===== src/rtl/sdt_pkg.sv =====
package sdt_pkg;

    localparam int OPCODE_WIDTH = 2;
    localparam int STATUS_WIDTH = 2;
    localparam int PORT_KEY_WIDTH = 32;
    localparam int POSITION_WIDTH = 4;
    localparam int HELD_WIDTH = 5;

    typedef logic [OPCODE_WIDTH-1:0] opcode_t;
    typedef logic [STATUS_WIDTH-1:0] status_t;

    localparam opcode_t OP_INSERT = 2'd0;
    localparam opcode_t OP_REMOVE = 2'd1;
    localparam opcode_t OP_READ   = 2'd2;

    localparam status_t STATUS_OK        = 2'd0;
    localparam status_t STATUS_FULL      = 2'd1;
    localparam status_t STATUS_NOT_FOUND = 2'd2;
    localparam status_t STATUS_RANGE     = 2'd3;

endpackage


===== src/rtl/sdt_ram.sv =====
module sdt_ram #(
    parameter int WIDTH = 32,
    parameter int DEPTH = 16
) (
    input  logic                     aclk,
    input  logic                     wr_en,
    input  logic [$clog2(DEPTH)-1:0] wr_addr,
    input  logic [WIDTH-1:0]         wr_data,
    input  logic                     rd_en,
    input  logic [$clog2(DEPTH)-1:0] rd_addr,
    output logic [WIDTH-1:0]         rd_data
);

    logic [WIDTH-1:0] mem [DEPTH];
    logic [WIDTH-1:0] rd_data_reg;

    always_ff @(posedge aclk) begin
        if (wr_en) begin
            mem[wr_addr] <= wr_data;
        end
        if (rd_en) begin
            rd_data_reg <= mem[rd_addr];
        end
    end

    assign rd_data = rd_data_reg;

endmodule


===== src/rtl/sorted_descending_table.sv =====
// A read fetches the addressed entry, registers it and stages it in the output register;
// an insert or a remove that does not end at once walks the table memory, one entry per
// cycle through its single read and write ports, before its result is staged.
// One operation at a time: the next transfer is taken only once the result of the last
// one is staged in the output register.
// Reset clears the entry count and the handshake state; the table memory is not cleared.
module sorted_descending_table #(
    parameter int CAPACITY  = 16,
    parameter int KEY_WIDTH = 32
) (
    input  logic                                 aclk,
    input  logic                                 aresetn,
    input  logic                                 s_valid,
    output logic                                 s_ready,
    input  logic [sdt_pkg::OPCODE_WIDTH-1:0]     s_opcode,
    input  logic [sdt_pkg::PORT_KEY_WIDTH-1:0]   s_key,
    input  logic [sdt_pkg::POSITION_WIDTH-1:0]   s_position,
    output logic                                 m_valid,
    input  logic                                 m_ready,
    output logic [sdt_pkg::STATUS_WIDTH-1:0]     m_status,
    output logic [sdt_pkg::PORT_KEY_WIDTH-1:0]   m_read_key,
    output logic [sdt_pkg::HELD_WIDTH-1:0]       m_entries_held
);

    localparam int AW = $clog2(CAPACITY);
    localparam int CW = $clog2(CAPACITY + 1);
    // common width for comparing a read position against the count
    localparam int PW = (CW > sdt_pkg::POSITION_WIDTH) ? CW : sdt_pkg::POSITION_WIDTH;

    localparam logic [2:0] ST_IDLE    = 3'd0;
    localparam logic [2:0] ST_INS     = 3'd1;
    localparam logic [2:0] ST_INS_TOP = 3'd2;
    localparam logic [2:0] ST_REM     = 3'd3;
    localparam logic [2:0] ST_RD      = 3'd4;
    localparam logic [2:0] ST_DONE    = 3'd5;

    logic [2:0]                           state_reg, state_next;
    logic [CW-1:0]                        cnt_reg, cnt_next;
    logic [CW-1:0]                        idx_reg, idx_next;
    logic [KEY_WIDTH-1:0]                 key_reg, key_next;
    logic                                 found_reg, found_next;
    sdt_pkg::status_t                     res_status_reg, res_status_next;
    logic [sdt_pkg::PORT_KEY_WIDTH-1:0]   res_key_reg, res_key_next;

    logic                                 m_valid_reg, m_valid_next;
    sdt_pkg::status_t                     m_status_reg, m_status_next;
    logic [sdt_pkg::PORT_KEY_WIDTH-1:0]   m_read_key_reg, m_read_key_next;
    logic [sdt_pkg::HELD_WIDTH-1:0]       m_entries_held_reg, m_entries_held_next;

    logic                                 wr_en;
    logic [AW-1:0]                        wr_addr;
    logic [KEY_WIDTH-1:0]                 wr_data;
    logic                                 rd_en;
    logic [AW-1:0]                        rd_addr;
    logic [KEY_WIDTH-1:0]                 rd_data;

    logic [KEY_WIDTH-1:0]                 key_in;
    logic [CW-1:0]                        cnt_last;
    logic [CW-1:0]                        idx_inc;
    logic [CW-1:0]                        idx_dec;
    logic                                 rem_hit;

    // Table storage: entry 0 holds the largest key.
    sdt_ram #(
        .WIDTH (KEY_WIDTH),
        .DEPTH (CAPACITY)
    ) u_table (
        .aclk    (aclk),
        .wr_en   (wr_en),
        .wr_addr (wr_addr),
        .wr_data (wr_data),
        .rd_en   (rd_en),
        .rd_addr (rd_addr),
        .rd_data (rd_data)
    );

    assign key_in   = KEY_WIDTH'(s_key);
    assign cnt_last = cnt_reg - 1'b1;
    assign idx_inc  = idx_reg + 1'b1;
    assign idx_dec  = idx_reg - 1'b1;
    assign rem_hit  = found_reg || (rd_data == key_reg);

    // Take a new operation only between operations; a staged result may still wait.
    assign s_ready = (state_reg == ST_IDLE);

    always_comb begin
        state_next          = state_reg;
        cnt_next            = cnt_reg;
        idx_next            = idx_reg;
        key_next            = key_reg;
        found_next          = found_reg;
        res_status_next     = res_status_reg;
        res_key_next        = res_key_reg;
        m_valid_next        = m_valid_reg && !m_ready;
        m_status_next       = m_status_reg;
        m_read_key_next     = m_read_key_reg;
        m_entries_held_next = m_entries_held_reg;
        wr_en               = 1'b0;
        wr_addr             = '0;
        wr_data             = '0;
        rd_en               = 1'b0;
        rd_addr             = '0;

        case (state_reg)
            ST_IDLE: begin
                if (s_valid) begin
                    key_next        = key_in;
                    res_key_next    = '0;
                    res_status_next = sdt_pkg::STATUS_OK;
                    found_next      = 1'b0;
                    case (s_opcode)
                        sdt_pkg::OP_INSERT: begin
                            if (cnt_reg == CW'(CAPACITY)) begin
                                res_status_next = sdt_pkg::STATUS_FULL;
                                state_next      = ST_DONE;
                            end else if (cnt_reg == '0) begin
                                // empty table: the key lands in the top slot at once
                                wr_en      = 1'b1;
                                wr_addr    = '0;
                                wr_data    = key_in;
                                cnt_next   = cnt_reg + 1'b1;
                                state_next = ST_DONE;
                            end else begin
                                // walk up from the smallest entry
                                rd_en      = 1'b1;
                                rd_addr    = cnt_last[AW-1:0];
                                idx_next   = cnt_last;
                                state_next = ST_INS;
                            end
                        end
                        sdt_pkg::OP_REMOVE: begin
                            if (cnt_reg == '0) begin
                                res_status_next = sdt_pkg::STATUS_NOT_FOUND;
                                state_next      = ST_DONE;
                            end else begin
                                rd_en      = 1'b1;
                                rd_addr    = '0;
                                idx_next   = '0;
                                state_next = ST_REM;
                            end
                        end
                        sdt_pkg::OP_READ: begin
                            if (PW'(s_position) >= PW'(cnt_reg)) begin
                                res_status_next = sdt_pkg::STATUS_RANGE;
                                state_next      = ST_DONE;
                            end else begin
                                rd_en      = 1'b1;
                                rd_addr    = AW'(s_position);
                                state_next = ST_RD;
                            end
                        end
                        default: begin
                            // unused opcode: report ok, table untouched
                            state_next = ST_DONE;
                        end
                    endcase
                end
            end

            ST_INS: begin
                // rd_data is entry idx; entries not greater than the key move down one slot
                wr_en   = 1'b1;
                wr_addr = idx_inc[AW-1:0];
                if (key_reg < rd_data) begin
                    wr_data    = key_reg;
                    cnt_next   = cnt_reg + 1'b1;
                    state_next = ST_DONE;
                end else begin
                    wr_data = rd_data;
                    if (idx_reg == '0) begin
                        state_next = ST_INS_TOP;
                    end else begin
                        rd_en    = 1'b1;
                        rd_addr  = idx_dec[AW-1:0];
                        idx_next = idx_dec;
                    end
                end
            end

            ST_INS_TOP: begin
                wr_en      = 1'b1;
                wr_addr    = '0;
                wr_data    = key_reg;
                cnt_next   = cnt_reg + 1'b1;
                state_next = ST_DONE;
            end

            ST_REM: begin
                // once the match is passed, pull each later entry up one slot
                if (found_reg) begin
                    wr_en   = 1'b1;
                    wr_addr = idx_dec[AW-1:0];
                    wr_data = rd_data;
                end
                found_next = rem_hit;
                if (idx_reg == cnt_last) begin
                    if (rem_hit) begin
                        cnt_next = cnt_reg - 1'b1;
                    end else begin
                        res_status_next = sdt_pkg::STATUS_NOT_FOUND;
                    end
                    state_next = ST_DONE;
                end else begin
                    rd_en    = 1'b1;
                    rd_addr  = idx_inc[AW-1:0];
                    idx_next = idx_inc;
                end
            end

            ST_RD: begin
                res_key_next = sdt_pkg::PORT_KEY_WIDTH'(rd_data);
                state_next   = ST_DONE;
            end

            ST_DONE: begin
                // hold the result until the output register is free
                if (!m_valid_reg || m_ready) begin
                    m_valid_next        = 1'b1;
                    m_status_next       = res_status_reg;
                    m_read_key_next     = res_key_reg;
                    m_entries_held_next = sdt_pkg::HELD_WIDTH'(cnt_reg);
                    state_next          = ST_IDLE;
                end
            end

            default: begin
                state_next = ST_IDLE;
            end
        endcase
    end

    always_ff @(posedge aclk) begin
        if (!aresetn) begin
            state_reg   <= ST_IDLE;
            cnt_reg     <= '0;
            m_valid_reg <= 1'b0;
        end else begin
            state_reg   <= state_next;
            cnt_reg     <= cnt_next;
            m_valid_reg <= m_valid_next;
        end
    end

    // payload and scratch registers need no reset
    always_ff @(posedge aclk) begin
        idx_reg            <= idx_next;
        key_reg            <= key_next;
        found_reg          <= found_next;
        res_status_reg     <= res_status_next;
        res_key_reg        <= res_key_next;
        m_status_reg       <= m_status_next;
        m_read_key_reg     <= m_read_key_next;
        m_entries_held_reg <= m_entries_held_next;
    end

    assign m_valid        = m_valid_reg;
    assign m_status       = m_status_reg;
    assign m_read_key     = m_read_key_reg;
    assign m_entries_held = m_entries_held_reg;

    // The count never passes the table size.
    a_cnt_bound: assert property (@(posedge aclk) disable iff (!aresetn)
        cnt_reg <= CW'(CAPACITY))
        else $error("entry count exceeds capacity");

    // The walk never reads and writes the same entry in one cycle.
    a_no_overlap: assert property (@(posedge aclk) disable iff (!aresetn)
        (wr_en && rd_en) |-> (wr_addr != rd_addr))
        else $error("table read and write collide");

    // A rejected insert reports a full table.
    a_full_count: assert property (@(posedge aclk) disable iff (!aresetn)
        (m_valid && m_status == sdt_pkg::STATUS_FULL)
            |-> (m_entries_held == sdt_pkg::HELD_WIDTH'(CAPACITY)))
        else $error("full status with table not full");

    // Only a successful operation carries a key.
    a_key_zero: assert property (@(posedge aclk) disable iff (!aresetn)
        (m_valid && m_status != sdt_pkg::STATUS_OK) |-> (m_read_key == '0))
        else $error("failed operation returns a key");

endmodule

===== config.mk =====
export PLATFORM = sky130hd
export DESIGN_NAME = sorted_descending_table
export DESIGN_NICKNAME = d
export VERILOG_FILES = /design/src/rtl/sdt_pkg.sv /design/src/rtl/sdt_ram.sv /design/src/rtl/sorted_descending_table.sv
export SDC_FILE = /design/constraint.sdc
export NUM_CORES = 1
export LEC_CHECK = 0
export BUFFER_PORTS_ARGS = -buffer_cell sky130_fd_sc_hd__buf_2
export CAP_MARGIN = 20
export CORE_UTILIZATION = 66
export DETAILED_ROUTE_END_ITERATION = 10
export PLACE_DENSITY_LB_ADDON = 0.08
export SLEW_MARGIN = 30
export SYNTH_ARGS = -nofsm -noshare
export SYNTH_HDL_FRONTEND = slang
export SYNTH_SLANG_ARGS = --single-unit

===== constraint.sdc =====
create_clock -name aclk -period 8.27 [get_ports aclk]
set_input_delay 1.654 -clock aclk [delete_from_list [all_inputs] [get_ports aclk]]
set_output_delay 1.654 -clock aclk [all_outputs]
set_load 0.01 [all_outputs]

Word level (Yosys, flattened, before mapping). Memories as Yosys holds them, arrays and structs flattened. A register that Yosys moved wholly into a read port is not among the register bits. Index checks and enable logic that the tools add are counted.

Equality and inequality tests: 27. Add/sub/neg operators: 4. $lt $le $gt $ge: 2. Mux-type cells: 77. Reductions and logical operators: 23.

Operator list (count): $mux 32 (7); $pmux 32 s4 (1); $mux 5 (14); $pmux 32 s2 (1); $eq 32x32->1 (1); $lt 32x32->1 (1); $mux 4 (8); $mux 3 (8); $ne 2x2->1 const B (10); $pmux 5 s4 (1); $mux 1 (19); $pmux 4 s2 (2); $pmux 3 s5 (1); $pmux 5 s3 (1); $ne 3x3->1 const B (4); $pmux 4 s3 (1); $add 5x1->5 const B (2); $logic_not 5->1 (2); $mux 2 (5); $pmux 5 s2 (1); $sub 5x1->5 const B (2); $pmux 1 s3 (3); $pmux 3 s3 (1); $reduce_and 9->1 (1); other kinds (25) (36).

Memories: 1. Word-level logic and storage cells: 145. Memory bits (writable): 512. Bits of input ports: 42. Register bits: 120. Output and inout bits: 41.

Memory list: u_table.mem (depth 16, width 32, read ports 1, clocked after Yosys merged registers in 1, wr ports 1, RTL line sdt_ram.sv:14) `logic [WIDTH-1:0] mem [DEPTH];`.

Logic depth before layout (Yosys ltp).
Depth in word-level cells: 8. Depth in mapped cells: 14. Depth with buffers taken out: 11.

By module. From an unflattened synthesis, not the netlist that was laid out.

Cells, all modules: 1412. Area, all modules: 26614.3 µm².

Modules (own cells, without submodules): sdt_ram (cells each 838, seq. area each 16335.7 µm², instances 1, area an instance 20155.6 µm²); sorted_descending_table (cells each 574, seq. area each 3513.4 µm², instances 1, area an instance 6458.7 µm²).

Least setup slack after synthesis. OpenSTA, ideal clock, no wires.

Path type: input to register. From: input s_opcode[1] (netlist bit). To: memory u_table.mem[2][0], enable pin. Library setup time: 0.421 ns. Cell stages on the path: 6. Slack: 3.586 ns. Required time: 7.849 ns. Arrival: 4.263 ns. Buffers on the path: 1. Path through: clkbuf_1 -> nor4_1 -> nor2_1 -> nor3_1 -> nand3_1 -> nor2_1.

Cells in the longest elaborated chain, start to end: 6.

RTL lines: from (decl) (RTL line sorted_descending_table.sv:15) `input logic [sdt_pkg::OPCODE_WIDTH-1:0] s_opcode,`; $logic_not 2->1 (RTL line sorted_descending_table.sv:111) `case (s_opcode)`; $mux 1 (RTL line sorted_descending_table.sv:111); $mux 1 (RTL line sorted_descending_table.sv:106) `if (s_valid) begin`; $pmux 1 s3 (RTL line sorted_descending_table.sv:104) `case (state_reg)`; $mux 1 (RTL line sdt_ram.sv:18) `if (wr_en) begin`; $mux 1 (not written as such) (RTL line sdt_ram.sv:19) `mem[wr_addr] <= wr_data;`; to (decl) (RTL line sdt_ram.sv:14).

No other way between the ends.

Final worst setup path.
From: register u_table.rd_data_reg[27], in the netlist u_table.rd_data[27], read port of u_table.mem. To: register u_table.rd_data_reg[9], in the netlist u_table.rd_data[9], read port of u_table.mem (data pin).

Cells in the longest elaborated chain, start to end: 3. Elaborated cells on any way between the ends: 5. Those cells by class: order compare (1); mux (4).

RTL lines: from (decl) (RTL line sdt_ram.sv:15) `logic [WIDTH-1:0] rd_data_reg;`; $lt 32x32->1 * (RTL line sorted_descending_table.sv:164) `if (key_reg < rd_data) begin`; $mux 4 or $mux 1 (tied branches) (RTL line sorted_descending_table.sv:164); $pmux 4 s3 or $pmux 1 s3 (tied branches) (RTL line sorted_descending_table.sv:104).

Mark *: on every way between the ends. The rest lies on a longest branch, timed or not. A chain may end at the register's enable or synchronous reset.

==> impl.org <==
** Floorplanning
- The die covers 43330 um^2.
- Measured along the x axis, the die boundary spans ~210 um.
- Core area :: 41950 um^2
- The initialized floorplan defines 75 standard-cell rows.
- Initial Util :: 0.6687
- For this design the top-level I/O count stands at just over 80.
- From bottom edge to top edge, the die measures 208.2 um.

** Timing
- Measured against its own limit, the worst slew margin works out to 0.3374.
- The final count of pins violating max slew is 0.
- Maximum clock frequency :: approximately 200 MHz
- Setup-failing EPs final :: 0
- Sum Neg Setup Slack :: 0 ps
- Of the available clock period, the critical path in the final layout requires 0.6127.
- Hold WS :: 417.7 ps
- Hold violation count in the final report :: 0
- Time the final worst path needs with I/O delays and setup :: 5067 ps
- Max Clock Skew :: ~18 ps
- Setup slack on the critical path of the routed design comes to 3203 ps.
- For the pin with the worst max-slew slack, the measured transition is 993.8 ps.
- RSZ-0062 raised after global routing :: no

** CTS
- The number of gates resized after CTS was 0.
- Buffers inserted during clock tree synthesis total 67.
- Clock-pin slew was measured on the worst setup and hold paths at 60 ps.
- TritonCTS clock tree :: yes
- Clock net sink count :: roughly 660
- # hold bufs at CTS :: 0
- CTS placed an instance of sky130_fd_sc_hd__clkbuf_16 at the clock tree root.
- The longest clock path from root to sink contains 3 buffers.
- Clock latency on the worst-skew pair :: 590 ps
- Depth of the CTS H-tree :: 3
- Number of setup buffers added after CTS :: 0

** Drt
- The first routing iteration left 2556 violations.
- After detailed routing, the number of vias per cell comes to ~6.8.
- After detailed routing, the average wire length per cell comes to roughly 27 um.
- Total number of vias :: 17480
- For this block, the routed nets add up to 69860 um of wire.
- After detailed routing, the number of remaining DRC violations is 0.
- Number of nets with antenna violations after detailed routing :: 0
- The first detailed-routing pass took 8 iterations.

** Yosys
- Synth Register Bits :: 664
- Count of flip-flops with a built-in enable after synthesis :: between 600 and 700
- Most common flop cell mapped by yosys :: sky130_fd_sc_hd__edfxtp_1
- The Yosys step of the flow raised 0 warnings.
- Of the synthesized area, sequential elements account for 0.7077.
- In this run, distinct cell masters in the synthesized netlist total 58.
- After synthesis, the mean cell area works out to 14.53 um^2.
- After synthesis the cells add up to 28050 um^2.
- Syn Nets :: 2015
- In the synthesized netlist, the number of instances is 1931.
- Of all flip-flops after synthesis, the portion carrying an async set or reset was 0.

** Finish
- Net count of the finished layout :: 2061
- Proportion of layout cells with a drive suffix above 1 :: 0.1216
- The filler cells instantiated in the layout total ~2600.
- The finished cells cover 31130 um^2.
- The register with the most flip-flops in the layout has 512 of them.
- Final core utilization :: 0.7422
- Diode insertion count for antenna repair :: 0
- Relative to the synthesized area, the layout overhead comes to 10.99%.
- Final Instance Count excl. Fillers :: roughly 2600
- Leading cell types in the layout, fill and taps excluded :: 655 x sky130_fd_sc_hd__edfxtp_1, 260 x sky130_fd_sc_hd__a211oi_1, 258 x sky130_fd_sc_hd__and3_1
- u_table.mem holds more flip-flops than any other register.
- The library cell used most frequently in the layout, excluding fill and tap cells, is sky130_fd_sc_hd__edfxtp_1.

** Pwr
- For this design the static power due to leakage is approximately 11 nW.
- Power after layout :: around 11 mW
- VDD IR max :: 234.5 uV
- In this run the power density over the cells is approximately 370 nW/um^2.

** Setup path
- Most frequent CP cell :: sky130_fd_sc_hd__buf_4
- Critical Path, Cell by Cell :: inv_1, ha_1, nand4_1, nor4_1, o41a_1, o21ai_4, buf_4, nand2_8, buf_4, a211oi_1, o21bai_1, and4_1
- Data required time of the critical path :: 8710 ps
- STA classifies the critical path startpoint as a flop.
- Critical path start-end classification :: flop to flop
- Arrival @ worst endpoint :: 5510 ps
- Largest stage delay on the critical path :: 760 ps
- Kind of capture point of the worst setup path :: flop
- Largest fanout on the critical path :: 139
- Crit path max-delay cell type :: sky130_fd_sc_hd__nor4_1

** Global route
- Via count of the first global-routing pass :: 16690
- Across every metal layer, demand over resource in global routing totals 0.3254.
- Antenna violations before repair :: 0
- Global-route wire length before repair :: roughly 100000 um
- Residual overflow from global routing :: 0
- Pin count of the biggest net entering global routing :: 140

** Flow run
- Max Cap Violations :: 0

** Run status
- Outcome :: finished, final reports clean

** Worst hold path
- Class of the most critical hold timing path :: flop to flop

** Place
- Final estimated routing congestion in global placement :: a little over 0.9
- Timing analysis after detailed placement gives a worst setup slack of 2909 ps.
- Number of placed instances with taps included :: 2442
- DP Area :: 29030 um^2
- DP HPWL :: 36480 um
- Number of port buffers :: 82
worst max-delay path, delay by kind of cell, from the launching register on:
| family | cells | cell delay [ps] |
|---|---|---|
| and+or+nand+nor | 4 | 1850 |
| buffers and inverters | 3 | 1140 |
| AOI/OAI and AO/OA | 4 | 910 |
| DFF | 1 | 500 |
| adders and majority gates | 1 | 330 |
where the power goes:
group          leakage [nW]  switching (mW)  internal (mW)  total (mW)
sequential             6.18           0.263           4.88        5.14
combinational          4.21            2.41           1.06        3.46
clock                  1.01            1.21           1.69        2.89
total                  11.4            3.88           7.62        11.5
final timing paths:
path	cells past startpoint	endpoint	slack, ps	from
setup / recovery	12	u_table.rd_data[9]	3200	u_table.rd_data[27]
hold / removal	0	m_read_key[31]	420	res_key_reg[31]
setup reg to reg	12	u_table.rd_data[9]	3200	u_table.rd_data[27]
hold reg to reg	0	m_read_key[31]	420	res_key_reg[31]
cells by family (layout without fill, tap and decap cells):
family                     Yosys count  in the layout  share of synthesized area
AOI/OAI and AO/OA                  501            501                     0.1345
and+or+nand+nor                    474            474                    0.09711
muxes                                2              2                  0.0007138
DFF                                664            664                     0.7077
buffers and inverters              228            320                    0.03408
adders and majority gates           42             42                    0.01874
xor gates and xnor gates            20             20                   0.007227
metal layers:
| metal | GRT usage | wire [um] |
|---|---|---|
| met2 | 0.4913 | 31760 |
| met5 | 0 | 0 |
| met4 | 0.09757 | 1754 |
| met1 | 0.4720 | 28610 |
| met3 | 0.08408 | 7739 |
Yosys cell counts (5+ instances only):
cell type                  number  area (um^2)
sky130_fd_sc_hd__edfxtp_1     655        19670
sky130_fd_sc_hd__o21ai_0       16        80.08
sky130_fd_sc_hd__a21boi_0       5        37.54
sky130_fd_sc_hd__xnor2_1       12        105.1
sky130_fd_sc_hd__o21bai_1     129        968.4
sky130_fd_sc_hd__xor2_1         6        52.55
sky130_fd_sc_hd__a222oi_1      32        320.3
sky130_fd_sc_hd__inv_1         77        289.0
sky130_fd_sc_hd__nand2_1       44        165.2
sky130_fd_sc_hd__nor2_1        79        296.5
sky130_fd_sc_hd__buf_2         52        260.3
sky130_fd_sc_hd__o22ai_1        5        31.28
sky130_fd_sc_hd__and3_1       259         1620
sky130_fd_sc_hd__nand3_1       11        55.05
sky130_fd_sc_hd__dfxtp_1        9        180.2
sky130_fd_sc_hd__and2_1         6        37.54
sky130_fd_sc_hd__a211oi_1     261         1959
sky130_fd_sc_hd__nand4_1        9        56.30
sky130_fd_sc_hd__ha_1          42        525.5
sky130_fd_sc_hd__a21oi_1       21        105.1
sky130_fd_sc_hd__nor3_1        13        65.06
sky130_fd_sc_hd__clkbuf_1      90        337.8
sky130_fd_sc_hd__and4_1        32        280.3
cell type report:
cell class	count	area (um^2)	share of cell area
Clock inverter	29	241.5	0.007757
Multi-Input combinational cell	1039	7455	0.2395
Timing Repair Buffer	127	785.8	0.02524
Clock buffer	86	1833	0.05888
Inverter	78	292.8	0.009405
Tap cell	539	674.4	0.02166
Sequential cell	664	19850	0.6376
(Power assumes the default switching activity.)
